==> config.mk <==
export PLATFORM = sky130hd
export DESIGN_NAME = msb_first_bit_packer
export DESIGN_NICKNAME = d
export VERILOG_FILES = /design/src/hdl/mbp_pkg.sv /design/src/hdl/msb_first_bit_packer.sv /design/src/hdl/mbp_fifo.sv /design/src/hdl/mbp_front.sv /design/src/hdl/mbp_back.sv
export SDC_FILE = /design/constraint.sdc
export NUM_CORES = 1
export LEC_CHECK = 0
export ABC_AREA = 1
export BUFFER_PORTS_ARGS = -buffer_cell sky130_fd_sc_hd__buf_2
export CAP_MARGIN = 10
export CORE_UTILIZATION = 55
export CTS_CLUSTER_DIAMETER = 50
export DETAILED_ROUTE_END_ITERATION = 8
export GPL_TIMING_DRIVEN = 0
export PLACE_DENSITY = 0.73
export SETUP_SLACK_MARGIN = 0.1
export SYNTH_ARGS = -nofsm -noshare
export SYNTH_HDL_FRONTEND = slang
export SYNTH_HIERARCHICAL = 1
export SYNTH_SLANG_ARGS = --single-unit
==> constraint.sdc <==
create_clock -name clk -period 5.7 [get_ports clk]
set_input_delay 0.285 -clock clk [delete_from_list [all_inputs] [get_ports clk]]
set_output_delay 0.285 -clock clk [all_outputs]
set_load 0.05 [all_outputs]
==> src/hdl/mbp_pkg.sv <==
`default_nettype none

package mbp_pkg;

    // Input command codes
    typedef enum logic [1:0] {
        CMD_DATA  = 2'd0,
        CMD_ZERO  = 2'd1,
        CMD_FLUSH = 2'd2,
        CMD_RSVD  = 2'd3
    } cmd_t;

    // Operation kind carried from front to back
    typedef enum logic {
        OP_APPEND = 1'b0,
        OP_FLUSH  = 1'b1
    } op_t;

    localparam int BYTE_BITS = 8;
    localparam logic [3:0] FULL_BYTE_BITS = 4'd8;

    // Result word: byte, valid bit count, last flag
    localparam int RES_W = BYTE_BITS + 4 + 1;

endpackage

`default_nettype wire

==> src/hdl/msb_first_bit_packer.sv <==
`default_nettype none

// MSB-first bit packer. Each input word appends the low bit_count bits of
// data_bits (highest first), appends bit_count zero bits, or flushes the
// partial byte; counts above MAX_CHUNK_BITS are clamped and an unused
// command is dropped. Completed bytes come out in order with the earliest
// bit in bit 7, valid_bits = 8 except on a flushed partial byte (which is
// zero padded), and last marks the final byte caused by an input word.
// Up to 7 bits wait between words. Both sides are queue style: push/full
// on the input, empty/pop on the result side, each backed by a two-entry
// queue so either side may stall on its own. An input word holds the
// packing engine until it has emitted the N bytes the word completes (at
// most 8), one byte per cycle from its shift register while the result
// queue is not full; words completing no byte pass at one per cycle too.
module msb_first_bit_packer
    import mbp_pkg::*;
#(
    parameter int MAX_CHUNK_BITS = 64
)
(
    input  wire logic        clk,
    input  wire logic        rst_n,
    input  wire logic        push,
    output logic             full,
    input  wire logic [1:0]  cmd,
    input  wire logic [63:0] data_bits,
    input  wire logic [6:0]  bit_count,
    output logic             empty,
    input  wire logic        pop,
    output logic [7:0]       byte_out,
    output logic [3:0]       valid_bits,
    output logic             last
);

    localparam int W     = MAX_CHUNK_BITS;
    localparam int CNT_W = $clog2(W + 1);
    localparam int E_W   = 1 + CNT_W + W;

    // front -> queue
    logic             f_keep;
    op_t              f_op;
    logic [CNT_W-1:0] f_cnt;
    logic [W-1:0]     f_data;
    logic             q_full;

    // queue -> back
    logic [E_W-1:0]   q_rd;
    logic             q_empty;
    logic             q_pop;

    // back -> result queue
    logic             o_full;
    logic             o_push;
    logic [RES_W-1:0] o_word;
    logic [RES_W-1:0] r_word;

    assign full = q_full;

    mbp_front #(
        .W     (W),
        .CNT_W (CNT_W)
    ) u_front (
        .cmd       (cmd),
        .data_bits (data_bits[W-1:0]),
        .bit_count (bit_count),
        .keep      (f_keep),
        .op        (f_op),
        .cnt       (f_cnt),
        .data_left (f_data)
    );

    // Work queue between classifier and packing engine
    mbp_fifo #(
        .WIDTH (E_W)
    ) u_work_q (
        .clk     (clk),
        .rst_n   (rst_n),
        .wr_en   (push && f_keep),
        .wr_data ({f_op, f_cnt, f_data}),
        .full    (q_full),
        .rd_en   (q_pop),
        .rd_data (q_rd),
        .empty   (q_empty)
    );

    mbp_back #(
        .W     (W),
        .CNT_W (CNT_W)
    ) u_back (
        .clk     (clk),
        .rst_n   (rst_n),
        .q_empty (q_empty),
        .e_op    (op_t'(q_rd[E_W-1])),
        .e_cnt   (q_rd[W +: CNT_W]),
        .e_data  (q_rd[W-1:0]),
        .q_pop   (q_pop),
        .o_full  (o_full),
        .o_push  (o_push),
        .o_word  (o_word)
    );

    // Result queue decouples byte output from the engine
    mbp_fifo #(
        .WIDTH (RES_W)
    ) u_res_q (
        .clk     (clk),
        .rst_n   (rst_n),
        .wr_en   (o_push),
        .wr_data (o_word),
        .full    (o_full),
        .rd_en   (pop),
        .rd_data (r_word),
        .empty   (empty)
    );

    assign byte_out   = r_word[RES_W-1 -: BYTE_BITS];
    assign valid_bits = r_word[4:1];
    assign last       = r_word[0];

endmodule

`default_nettype wire

==> src/hdl/mbp_fifo.sv <==
`default_nettype none

// Two-entry queue, flop storage.
module mbp_fifo
    import mbp_pkg::*;
#(
    parameter int WIDTH = 8
)
(
    input  wire logic             clk,
    input  wire logic             rst_n,
    input  wire logic             wr_en,
    input  wire logic [WIDTH-1:0] wr_data,
    output logic                  full,
    input  wire logic             rd_en,
    output logic [WIDTH-1:0]      rd_data,
    output logic                  empty
);

    logic [WIDTH-1:0] mem [2];
    logic             wr_ptr_reg;
    logic             wr_ptr_next;
    logic             rd_ptr_reg;
    logic             rd_ptr_next;
    logic [1:0]       count_reg;
    logic [1:0]       count_next;
    logic             do_wr;
    logic             do_rd;

    assign full    = (count_reg == 2'd2);
    assign empty   = (count_reg == 2'd0);
    assign rd_data = mem[rd_ptr_reg];
    assign do_wr   = wr_en && !full;
    assign do_rd   = rd_en && !empty;

    always_comb
    begin
        wr_ptr_next = do_wr ? ~wr_ptr_reg : wr_ptr_reg;
        rd_ptr_next = do_rd ? ~rd_ptr_reg : rd_ptr_reg;
        count_next  = count_reg;
        if (do_wr && !do_rd)
        begin
            count_next = count_reg + 2'd1;
        end
        else if (do_rd && !do_wr)
        begin
            count_next = count_reg - 2'd1;
        end
    end

    always_ff @(posedge clk or negedge rst_n)
    begin
        if (!rst_n)
        begin
            wr_ptr_reg <= 1'b0;
            rd_ptr_reg <= 1'b0;
            count_reg  <= 2'd0;
        end
        else
        begin
            wr_ptr_reg <= wr_ptr_next;
            rd_ptr_reg <= rd_ptr_next;
            count_reg  <= count_next;
        end
    end

    always_ff @(posedge clk)
    begin
        if (do_wr)
        begin
            mem[wr_ptr_reg] <= wr_data;
        end
    end

endmodule

`default_nettype wire

==> src/hdl/mbp_front.sv <==
`default_nettype none

// Classifies input words: drops no-ops, clamps the count and
// left-justifies the payload bits.
module mbp_front
    import mbp_pkg::*;
#(
    parameter int W     = 64,
    parameter int CNT_W = 7
)
(
    input  wire logic [1:0]       cmd,
    input  wire logic [W-1:0]     data_bits,
    input  wire logic [6:0]       bit_count,
    output logic                  keep,
    output op_t                   op,
    output logic [CNT_W-1:0]      cnt,
    output logic [W-1:0]          data_left
);

    logic [6:0]   n_cl;
    logic [6:0]   shamt;
    logic [W-1:0] d;
    logic         is_app;

    always_comb
    begin
        is_app = (cmd == CMD_DATA) || (cmd == CMD_ZERO);
        n_cl   = (bit_count > 7'(W)) ? 7'(W) : bit_count;
        d      = (cmd == CMD_ZERO) ? '0 : data_bits;
        // Shift by W when count is zero leaves nothing
        shamt     = 7'(W) - n_cl;
        data_left = d << shamt;
        cnt       = CNT_W'(n_cl);
        op        = (cmd == CMD_FLUSH) ? OP_FLUSH : OP_APPEND;
        keep      = (cmd == CMD_FLUSH) || (is_app && (n_cl != 7'd0));
    end

endmodule

`default_nettype wire

==> src/hdl/mbp_back.sv <==
`default_nettype none

// Holds pending bits at the top of a shift register and emits one byte
// per cycle while the result queue is not full.
module mbp_back
    import mbp_pkg::*;
#(
    parameter int W     = 64,
    parameter int CNT_W = 7
)
(
    input  wire logic             clk,
    input  wire logic             rst_n,
    input  wire logic             q_empty,
    input  wire op_t              e_op,
    input  wire logic [CNT_W-1:0] e_cnt,
    input  wire logic [W-1:0]     e_data,
    output logic                  q_pop,
    input  wire logic             o_full,
    output logic                  o_push,
    output logic [RES_W-1:0]      o_word
);

    localparam int SH_W = W + BYTE_BITS;
    localparam int T_W  = $clog2(W + BYTE_BITS);
    localparam int BL_W = T_W - 3;

    logic [SH_W-1:0] sh_reg;
    logic [SH_W-1:0] sh_next;
    logic [2:0]      pcnt_reg;
    logic [2:0]      pcnt_next;
    logic [BL_W-1:0] left_reg;
    logic [BL_W-1:0] left_next;

    logic [SH_W-1:0] comb;
    logic [T_W-1:0]  t;
    logic [BL_W-1:0] nbytes;
    logic [7:0]      b;
    logic [3:0]      vb;
    logic            lst;

    always_comb
    begin
        // New bits land right below the pending ones at the top
        comb   = {sh_reg[SH_W-1 -: BYTE_BITS], {W{1'b0}}}
                 | ({e_data, {BYTE_BITS{1'b0}}} >> pcnt_reg);
        t      = T_W'(pcnt_reg) + T_W'(e_cnt);
        nbytes = BL_W'(t >> 3);

        sh_next   = sh_reg;
        pcnt_next = pcnt_reg;
        left_next = left_reg;
        q_pop     = 1'b0;
        o_push    = 1'b0;
        b         = sh_reg[SH_W-1 -: BYTE_BITS];
        vb        = FULL_BYTE_BITS;
        lst       = 1'b0;

        if (left_reg != '0)
        begin
            if (!o_full)
            begin
                o_push    = 1'b1;
                lst       = (left_reg == BL_W'(1));
                sh_next   = sh_reg << BYTE_BITS;
                left_next = left_reg - BL_W'(1);
            end
        end
        else if (!q_empty && !o_full)
        begin
            q_pop = 1'b1;
            unique case (e_op)
                OP_FLUSH:
                begin
                    if (pcnt_reg != 3'd0)
                    begin
                        o_push = 1'b1;
                        vb     = {1'b0, pcnt_reg};
                        lst    = 1'b1;
                    end
                    sh_next   = '0;
                    pcnt_next = 3'd0;
                end
                OP_APPEND:
                begin
                    pcnt_next = t[2:0];
                    if (nbytes != '0)
                    begin
                        o_push    = 1'b1;
                        b         = comb[SH_W-1 -: BYTE_BITS];
                        lst       = (nbytes == BL_W'(1));
                        sh_next   = comb << BYTE_BITS;
                        left_next = nbytes - BL_W'(1);
                    end
                    else
                    begin
                        sh_next = comb;
                    end
                end
                default:
                begin
                    sh_next = sh_reg;
                end
            endcase
        end
        o_word = {b, vb, lst};
    end

    always_ff @(posedge clk or negedge rst_n)
    begin
        if (!rst_n)
        begin
            sh_reg   <= '0;
            pcnt_reg <= 3'd0;
            left_reg <= '0;
        end
        else
        begin
            sh_reg   <= sh_next;
            pcnt_reg <= pcnt_next;
            left_reg <= left_next;
        end
    end

endmodule

`default_nettype wire
==> reports/results.tsv, run 1 <==
stage	metric	value	unit
status	outcome	finished, final reports clean	
setup_path	cp_top_family	simple AND/OR/NAND/NOR gates	
setup_path	crit_path_category	reg -> reg	
final_layout	regArea	0.00726	mm2
setup_path	worst_path_most_repeated_cell	sky130_fd_sc_hd__nand2_1	
cts	clock-root-buffer	sky130_fd_sc_hd__clkbuf_16	
synth	async_reset_ff_share	33.6	%
setup_path	worst_setup_path_end_kind	flip-flop	
drt	wirelength	66000	um
final_layout	largest_register_ff_count	144	
power_and_ir_drop	sequentialPowerShare	25.3	%
power_and_ir_drop	ir_worst_vdd	0.000328	V
synth	seq_area_frac_synth	39.7	%
sta	slew_worst_pin	1.04	ns
global_route	globalRouteTotalUtil	39.0	%
sta	report.final.hold_viol_count	0	
floorplan	die_width	184	um
final_layout	finalNetCount	2931	
synth	synth_cells	2717	
final_layout	synthToLayoutAreaGrowth	11.1	%
sta	final.setup_skew	0.0396	ns
setup_path	critical_path.startpoint_type	flip-flop	
power_and_ir_drop	clockPowerShare	15.7	%
drt	drt-vias-per-instance	5.97	
sta	unrepaired_setup_endpoints_after_global_routing	false	
setup_path	timing.critical_path.to	u_res_q/mem[1][6]	
final_layout	filler_cell_count	3011	
power_and_ir_drop	power.leakage	9.47	nW
sta	period_utilization_post_route	83.2	%
synth	mappedNetlistArea	0.0183	mm2
power_and_ir_drop	sw_frac_of_total	51.4	%
synth	post-synth-top-area-fraction	27.9	%
sta	report.final.setup_viol	0	
synth	yosysTopAreaCell	sky130_fd_sc_hd__edfxtp_1	
setup_path	crit_path_start	u_work_q/rd_ptr_reg	
drt	first_pass_iters	8	
synth	postSynthAreaPerCell	6.74	um2
cts	tritoncts_num_sinks	256	
floorplan	floorplan.io_pins	92	
global_route	first_global_vias	18600	
placed_design	port_buffers	91	
sta	final.hold.worst_slack	0.00816	ns
setup_path	reg2reg_from	u_work_q/rd_ptr_reg	
flow_run	number_of_maximum_capacitance_constraint_violations	0	
setup_path	crit_path_cell_trace	inv_2 > buf_2 > nand2_1 > nand2_1 > ha_1 > inv_1 > fa_1 > inv_1 > nand2_1 > nand2_1 > nand3_1 > nand2_1 > inv_1 > ha_1 > nand3_4 > buf_6 > buf_6 > nor2_1 > o21ai_0 > o21ai_1 > nor2_1	
setup_path	worstReg2RegEnd	u_res_q/mem[1][6]	
drt	dr.first_iter.drc_count	2195	
hold_path	hold_path_class	in -> reg	
cts	cts_made_buffers	28	
global_route	globalRoute.totalOverflow	0	
setup_path	critPathBufInv	7	
power_and_ir_drop	power.combinational.fraction	59.0	%
floorplan	initial_core_util	56.1	%
cts	clockBufferDepth	3	
cts	cts_setup_buffers	0	
drt	wl_met3	4330	um
final_layout	n_antenna_cell	0	
cts	cts_hold_buf	2	
sta	max_clock_freq	211	MHz
sta	final-max-slew-violation-count	0	
drt	routed.top_layer	met4	
drt	drt.antenna.violating_nets	0	
synth	ys_ff_latch	256	
synth	yosysWarnings	6	
setup_path	required_time_reported_for_the_critical_path_endpoint	5.90	ns
floorplan	fp.dieH	184	um
cts	tritoncts	yes	
cts	clkTransAtPathRegs	0.06	ns
final_layout	final_layout_size_suffix_gt1_share	9.85	%
final_layout	utilization_of_the_core_after_routing	62.4	%
floorplan	std_cell_rows	66	
floorplan	floorplan.die_area	0.0340	mm2
drt	routed_wire_length_per_instance	20.0	um
synth	synth-main-ff-cell	sky130_fd_sc_hd__edfxtp_1	
cts	cts_resized	0	
setup_path	timing.critical_path.slowest_stage_cell	sky130_fd_sc_hd__nor2_1	
setup_path	number_of_cells_on_the_critical_path	21	
synth	yosysUniqueCellTypes	36	
sta	slew-limit-headroom	30.4	%
power_and_ir_drop	internal_power	5.58	mW
cts	clock_insertion_delay_worst_skew	0.59	ns
final_layout	multi_input_area	0.00978	mm2
synth	synth.top_cells.by_count	sky130_fd_sc_hd__nand2_1, sky130_fd_sc_hd__nand3_1, sky130_fd_sc_hd__edfxtp_1, sky130_fd_sc_hd__nor2_1, sky130_fd_sc_hd__dfrtp_1	
placed_design	place.detailed.hpwl	52500	um
drt	drcViolationCount	0	
global_route	maximum_number_of_pins_on_one_net_before_global_route_repair	73	
floorplan	core_area	0.0326	mm2
synth	yosys-top-cells-area	sky130_fd_sc_hd__edfxtp_1, sky130_fd_sc_hd__nand3_1, sky130_fd_sc_hd__nand2_1	
sta	final_period_minus_worst_setup_slack	4.74	ns
synth	mappedNetlistNets	2805	
power_and_ir_drop	power_switching	5.89	mW
setup_path	reg_to_reg_slack_setup	0.96	ns
synth	yosys.cell_count.top_type	sky130_fd_sc_hd__nand2_1	
global_route	wire_length_of_the_first_global_routing_pass	101000	um
cts	cts_htree_levels	1	
power_and_ir_drop	pwr_density_cell	564	mW/mm2
global_route	initial_antenna_violation_count	0	
drt	wl_met2	31500	um
setup_path	cp.arrival	4.95	ns
setup_path	reg2regPathDepth	21	
setup_path	critPathMaxStageDelay	0.81	ns
setup_path	critical_path.max_fanout	13	
placed_design	globalplace.congestion	1.07	
drt	routed-via-count	19700	
drt	wl_met1	25100	um
synth	synth-edff-count	170	
## cell usage in the layout, fill, tap and decap left out, types with 3 or more instances in the layout
cell and n:
sky130_fd_sc_hd__clkinv_1 5, sky130_fd_sc_hd__nor3_1 5, sky130_fd_sc_hd__nand3b_1 3, sky130_fd_sc_hd__nor2_2 9, sky130_fd_sc_hd__nand3_1 802, sky130_fd_sc_hd__o21ai_1 3, sky130_fd_sc_hd__inv_1 70, sky130_fd_sc_hd__clkbuf_16 28
sky130_fd_sc_hd__buf_2 169, sky130_fd_sc_hd__o21ai_0 62, sky130_fd_sc_hd__nor2_1 130, sky130_fd_sc_hd__nand4_1 34, sky130_fd_sc_hd__buf_6 12, sky130_fd_sc_hd__nand2_2 3, sky130_fd_sc_hd__xnor2_1 3, sky130_fd_sc_hd__nor3_2 6
sky130_fd_sc_hd__nand2_1 1037, sky130_fd_sc_hd__edfxtp_1 170, sky130_fd_sc_hd__clkbuf_8 5, sky130_fd_sc_hd__inv_2 14, sky130_fd_sc_hd__clkbuf_1 76, sky130_fd_sc_hd__dfrtp_1 86, sky130_fd_sc_hd__buf_4 13, sky130_fd_sc_hd__ha_1 10
sky130_fd_sc_hd__a21oi_1 55, sky130_fd_sc_hd__buf_1 18, sky130_fd_sc_hd__nor2_4 5
## worst min path at each step
stage / slack (ns) / startpoint / to / depth (start not counted)
2_1_floorplan: -0.01 / rst_n / u_back/left_reg[0] / 0
4_1_cts: 0.006 / cmd[0] / u_work_q/mem[1][71] / 2
6_report: 0.008 / cmd[0] / u_work_q/mem[1][71] / 2
5_1_grt: 0.01 / cmd[0] / u_work_q/mem[1][71] / 2
3_5_place_dp: 0.26 / rst_n / u_res_q/rd_ptr_reg / 1
3_3_place_gp: 0.46 / u_back/sh_reg[68] / u_back/sh_reg[68] / 2
## power groups by stage
stage | registers (mW) | logic [mW] | clock network, mW
floorplan | 2.84 | 4.65 | 0
global placement | 2.93 | 6.40 | 0
detailed placement | 2.93 | 6.54 | 0
CTS | 2.90 | 6.59 | 1.81
global route | 2.95 | 7.39 | 1.89
finish | 2.91 | 6.77 | 1.80
## cell families after synthesis
kind of cell,after synthesis,share of synthesized area [%]
xor+xnor,6,0.390
fa+ha+maj,11,0.793
compound gates,129,3.64
buf+inv,277,6.96
simple gates,2038,48.6
flops,256,39.7
## cell type report
| cell class | count | share of cell area, % |
|---|---|---|
| well taps | 442 | 2.72 |
| repair buffers | 96 | 2.68 |
| multi-input cells | 2184 | 48.1 |
| flip-flops and latches | 256 | 35.7 |
| plain buffers | 189 | 4.64 |
| clock buffers | 41 | 3.93 |
| inverters | 88 | 1.64 |
| clock inverters | 9 | 0.646 |
## stage by stage
step	cells	instance area [um2]	total power, mW	setup slack [ns]	setup TNS (ns)
floorplan	2717	18300	7.49	0.539	0
global placement	3250	19300	9.33	-1.32	-94.22
detailed placement	3253	19400	9.46	1.08	0
CTS	3305	20300	11.3	1.00	0
global route	3305	20300	12.2	0.759	0
finish	3305	20300	11.5	0.957	0
## metal layers
layer,global-route usage [%],vias up
met1,45.7,9036
li1,-,9401
met3,4.29,243
met2,67.2,1037
met5,0,-
met4,26.6,0
## worst register-to-register path: stages (launching register included)
cell and delay [ns]:
sky130_fd_sc_hd__dfrtp_1 0.40, sky130_fd_sc_hd__inv_2 0.22, sky130_fd_sc_hd__buf_2 0.30, sky130_fd_sc_hd__nand2_1 0.10, sky130_fd_sc_hd__nand2_1 0.08, sky130_fd_sc_hd__ha_1 0.19, sky130_fd_sc_hd__inv_1 0.06, sky130_fd_sc_hd__fa_1 0.35
sky130_fd_sc_hd__inv_1 0.10, sky130_fd_sc_hd__nand2_1 0.08, sky130_fd_sc_hd__nand2_1 0.11, sky130_fd_sc_hd__nand3_1 0.10, sky130_fd_sc_hd__nand2_1 0.12, sky130_fd_sc_hd__inv_1 0.08, sky130_fd_sc_hd__ha_1 0.28, sky130_fd_sc_hd__nand3_4 0.16
sky130_fd_sc_hd__buf_6 0.18, sky130_fd_sc_hd__buf_6 0.16, sky130_fd_sc_hd__nor2_1 0.05, sky130_fd_sc_hd__o21ai_0 0.26, sky130_fd_sc_hd__o21ai_1 0.15, sky130_fd_sc_hd__nor2_1 0.81
(Power assumes the default switching activity.)
==> run 2: changes to the inputs <==
Clock period 5.7 ns to 4.65 ns, I/O delays scaled along.
==> run 2 against run 1 <==
Net effect: final cell count rose by 0.24%; register-to-register slack got worse by 0.58 ns; largest power group unchanged; worst setup slack got worse by 0.58 ns; clock power rose by 21%; final area rose by 0.22%; global-route usage rose by 0.21 points; combinational power rose by 23%; clock skew rose by 0.0011 ns; sequential cell count did not move; maximum frequency rose by 11%.
==> reports/results.tsv, run 2 (synthesized netlist as in run 1, its figures left out) <==
stage	metric	value	unit	change
status	outcome	finished, final reports clean		
setup_path	cp.arrival	4.54	ns	-0.41 ns
sta	final-max-slew-violation-count	0		unchanged
sta	unrepaired_setup_endpoints_after_global_routing	false		
sta	report.final.hold_viol_count	0		unchanged
floorplan	floorplan.die_area	0.0340	mm2	unchanged
setup_path	worstReg2RegEnd	u_res_q/mem[0][6]		
power_and_ir_drop	ir_worst_vdd	0.000465	V	+42%
final_layout	n_antenna_cell	0		unchanged
final_layout	finish.instance_area	0.0204	mm2	+0.22%
hold_path	whs_endpoint	u_work_q/mem[0][71]		
floorplan	floorplan.io_pins	92		unchanged
setup_path	critical_path.startpoint_type	flip-flop		
setup_path	reg_to_reg_slack_setup	0.38	ns	-0.58 ns
cts	clkTransAtPathRegs	0.06	ns	about the same
cts	clock_insertion_delay_worst_skew	0.59	ns	about the same
setup_path	cp_top_family	buffers and inverters		
hold_path	min_delay_src	cmd[1]		
floorplan	initial_core_util	56.1	%	unchanged
floorplan	std_cell_rows	66		unchanged
placed_design	detailedPlace.worstSlack	0.00435	ns	-1.07 ns
placed_design	port_buffers	91		unchanged
sta	max_clock_freq	234	MHz	+11%
final_layout	mostFrequentLayoutCell	sky130_fd_sc_hd__nand2_1		
setup_path	crit_path_category	reg -> reg		
drt	drt.antenna.violating_nets	0		unchanged
power_and_ir_drop	power.leakage	9.47	nW	about the same
drt	drcViolationCount	0		unchanged
global_route	globalRouteTotalUtil	39.2	%	+0.21 points
sta	final.setup_skew	0.0407	ns	+0.00110 ns
global_route	wire_length_of_the_first_global_routing_pass	101000	um	+0.86%
setup_path	required_time_reported_for_the_critical_path_endpoint	4.91	ns	-0.99 ns
global_route	first_global_vias	18600		+0.20%
global_route	initial_antenna_violation_count	0		unchanged
floorplan	fp.dieH	184	um	unchanged
power_and_ir_drop	pwr_density_cell	691	mW/mm2	+23%
cts	cts_htree_levels	1		unchanged
drt	routed_wire_length_per_instance	20.1	um	+0.83%
cts	clockBufferDepth	3		unchanged
setup_path	crit_path_cell_trace	clkinv_1 > buf_2 > buf_2 > fa_1 > inv_1 > nand2_1 > nand2_1 > nand3_1 > nand2_1 > inv_1 > ha_1 > nand3_4 > buf_6 > buf_6 > nor2_1 > o21ai_0 > inv_1 > nor2_4 > nand2_1 > clkinvlp_4		
final_layout	final_layout_size_suffix_gt1_share	10.0	%	+0.18 points
sta	final_period_minus_worst_setup_slack	4.27	ns	-0.468 ns
setup_path	timing.critical_path.slowest_stage_cell	sky130_fd_sc_hd__dfrtp_1		
drt	wirelength	66700	um	+1.1%
sta	report.final.setup_viol	0		unchanged
global_route	globalRoute.totalOverflow	0		unchanged
setup_path	critical_path.max_fanout	13		unchanged
cts	tritoncts_num_sinks	256		unchanged
drt	dr.first_iter.drc_count	2345		+6.8%
final_layout	finalNetCount	2936		+0.17%
floorplan	core_area	0.0326	mm2	unchanged
flow_run	number_of_maximum_capacitance_constraint_violations	0		unchanged
floorplan	die_width	184	um	unchanged
setup_path	critPathBufInv	9		+2
cts	tritoncts	yes		
drt	drt-vias-per-instance	6.08		+1.9%
setup_path	worst_path_most_repeated_cell	sky130_fd_sc_hd__nand2_1		
sta	period_utilization_post_route	91.9	%	+8.7 points
drt	routed-via-count	20100		+2.2%
sta	setup_ws	0.376	ns	-0.582 ns
drt	first_pass_iters	7		-1
placed_design	place.detailed.hpwl	53300	um	+1.5%
hold_path	worst_hold_path.num_cells	3		+1
sta	slew_worst_pin	0.956	ns	-0.0839 ns
setup_path	critPathMaxStageDelay	0.46	ns	-0.35 ns
global_route	maximum_number_of_pins_on_one_net_before_global_route_repair	73		unchanged
placed_design	globalplace.congestion	1.04		-2.7%
sta	slew-limit-headroom	36.3	%	+5.9 points
cts	cts_made_buffers	30		+7.1%
setup_path	reg2regPathDepth	20		-4.8%
cts	clock-root-buffer	sky130_fd_sc_hd__clkbuf_16		
final_layout	synthToLayoutAreaGrowth	11.4	%	
setup_path	worst_setup_path_end_kind	flip-flop		
hold_path	hold_path_class	in -> reg		
setup_path	reg2reg_from	u_back/pcnt_reg[1]		
final_layout	final_cell_mix	sky130_fd_sc_hd__nand2_1, sky130_fd_sc_hd__nand3_1, sky130_fd_sc_hd__edfxtp_1		
placed_design	post_dp_cell_area	0.0194	mm2	unchanged
final_layout	largest_register_ff_count	144		unchanged
run 2: timing repair:
item | in CTS | in global routing
buffers inserted | 0 | 0
hold buffers | 5 | 0
setup endpoints to repair | 13 | 26
hold endpoints to repair | 93 | 0
resized for setup | 1 | 2
run 2: worst min-delay path, stage by stage:
cell,delay (ns)
sky130_fd_sc_hd__buf_2,0.07
sky130_fd_sc_hd__inv_1,0.06
sky130_fd_sc_hd__nor2_1,0.11
run 2: through the flow:
stage,hold slack [ns],power [mW],instances,utilization (%),setup TNS [ns]
finish,0.0217,14.1,3313,62.5,0
global route,0.0383,15.0,3313,62.5,0
CTS,0.00469,13.9,3313,62.5,0
detailed placement,0.166,11.7,3253,59.4,0
global placement,0.463,11.5,3250,59.2,-44.51
floorplan,-0.0631,9.17,2717,-,0
run 2: metal layers:
layer	global-route usage, %	share of wire, %	vias up
met3	4.80	7.2	272
met2	65.6	47	1171
met4	30.2	8.8	0
met1	45.9	37	9271
met5	0	0	-
li1	-	-	9427
run 2: report_power, final:
part           internal (mW)  switching [mW]  leakage (nW)
clock                   1.22           0.953         0.443
combinational           2.31            6.05          6.37
sequential              3.23           0.334          2.65
run 2: layout make-up:
| type | instances | area [um2] |
|---|---|---|
| Fill cell | 2963 | 12200 |
| Multi-Input combinational cell | 2184 | 9790 |
| Sequential cell | 256 | 7260 |
| Buffer | 189 | 943 |
| Clock buffer | 39 | 785 |
| Timing Repair Buffer | 99 | 576 |
| Tap cell | 442 | 553 |
| Inverter | 88 | 337 |
| Clock inverter | 16 | 149 |
run 2: worst max-delay path by stage:
stage                              startpoint                   to  slack [ns]  cells after the start
after CTS                 u_work_q/rd_ptr_reg    u_res_q/mem[1][7]        0.25                     21
after detailed placement  u_work_q/rd_ptr_reg   u_res_q/mem[1][10]       0.004                     21
after floorplan                  bit_count[6]   u_work_q/mem[1][0]        0.74                     13
final                      u_back/pcnt_reg[1]    u_res_q/mem[0][6]        0.38                     20
after global routing      u_work_q/rd_ptr_reg    u_res_q/mem[1][6]        0.11                     21
after global placement           bit_count[6]  u_work_q/mem[1][37]       -0.58                     14
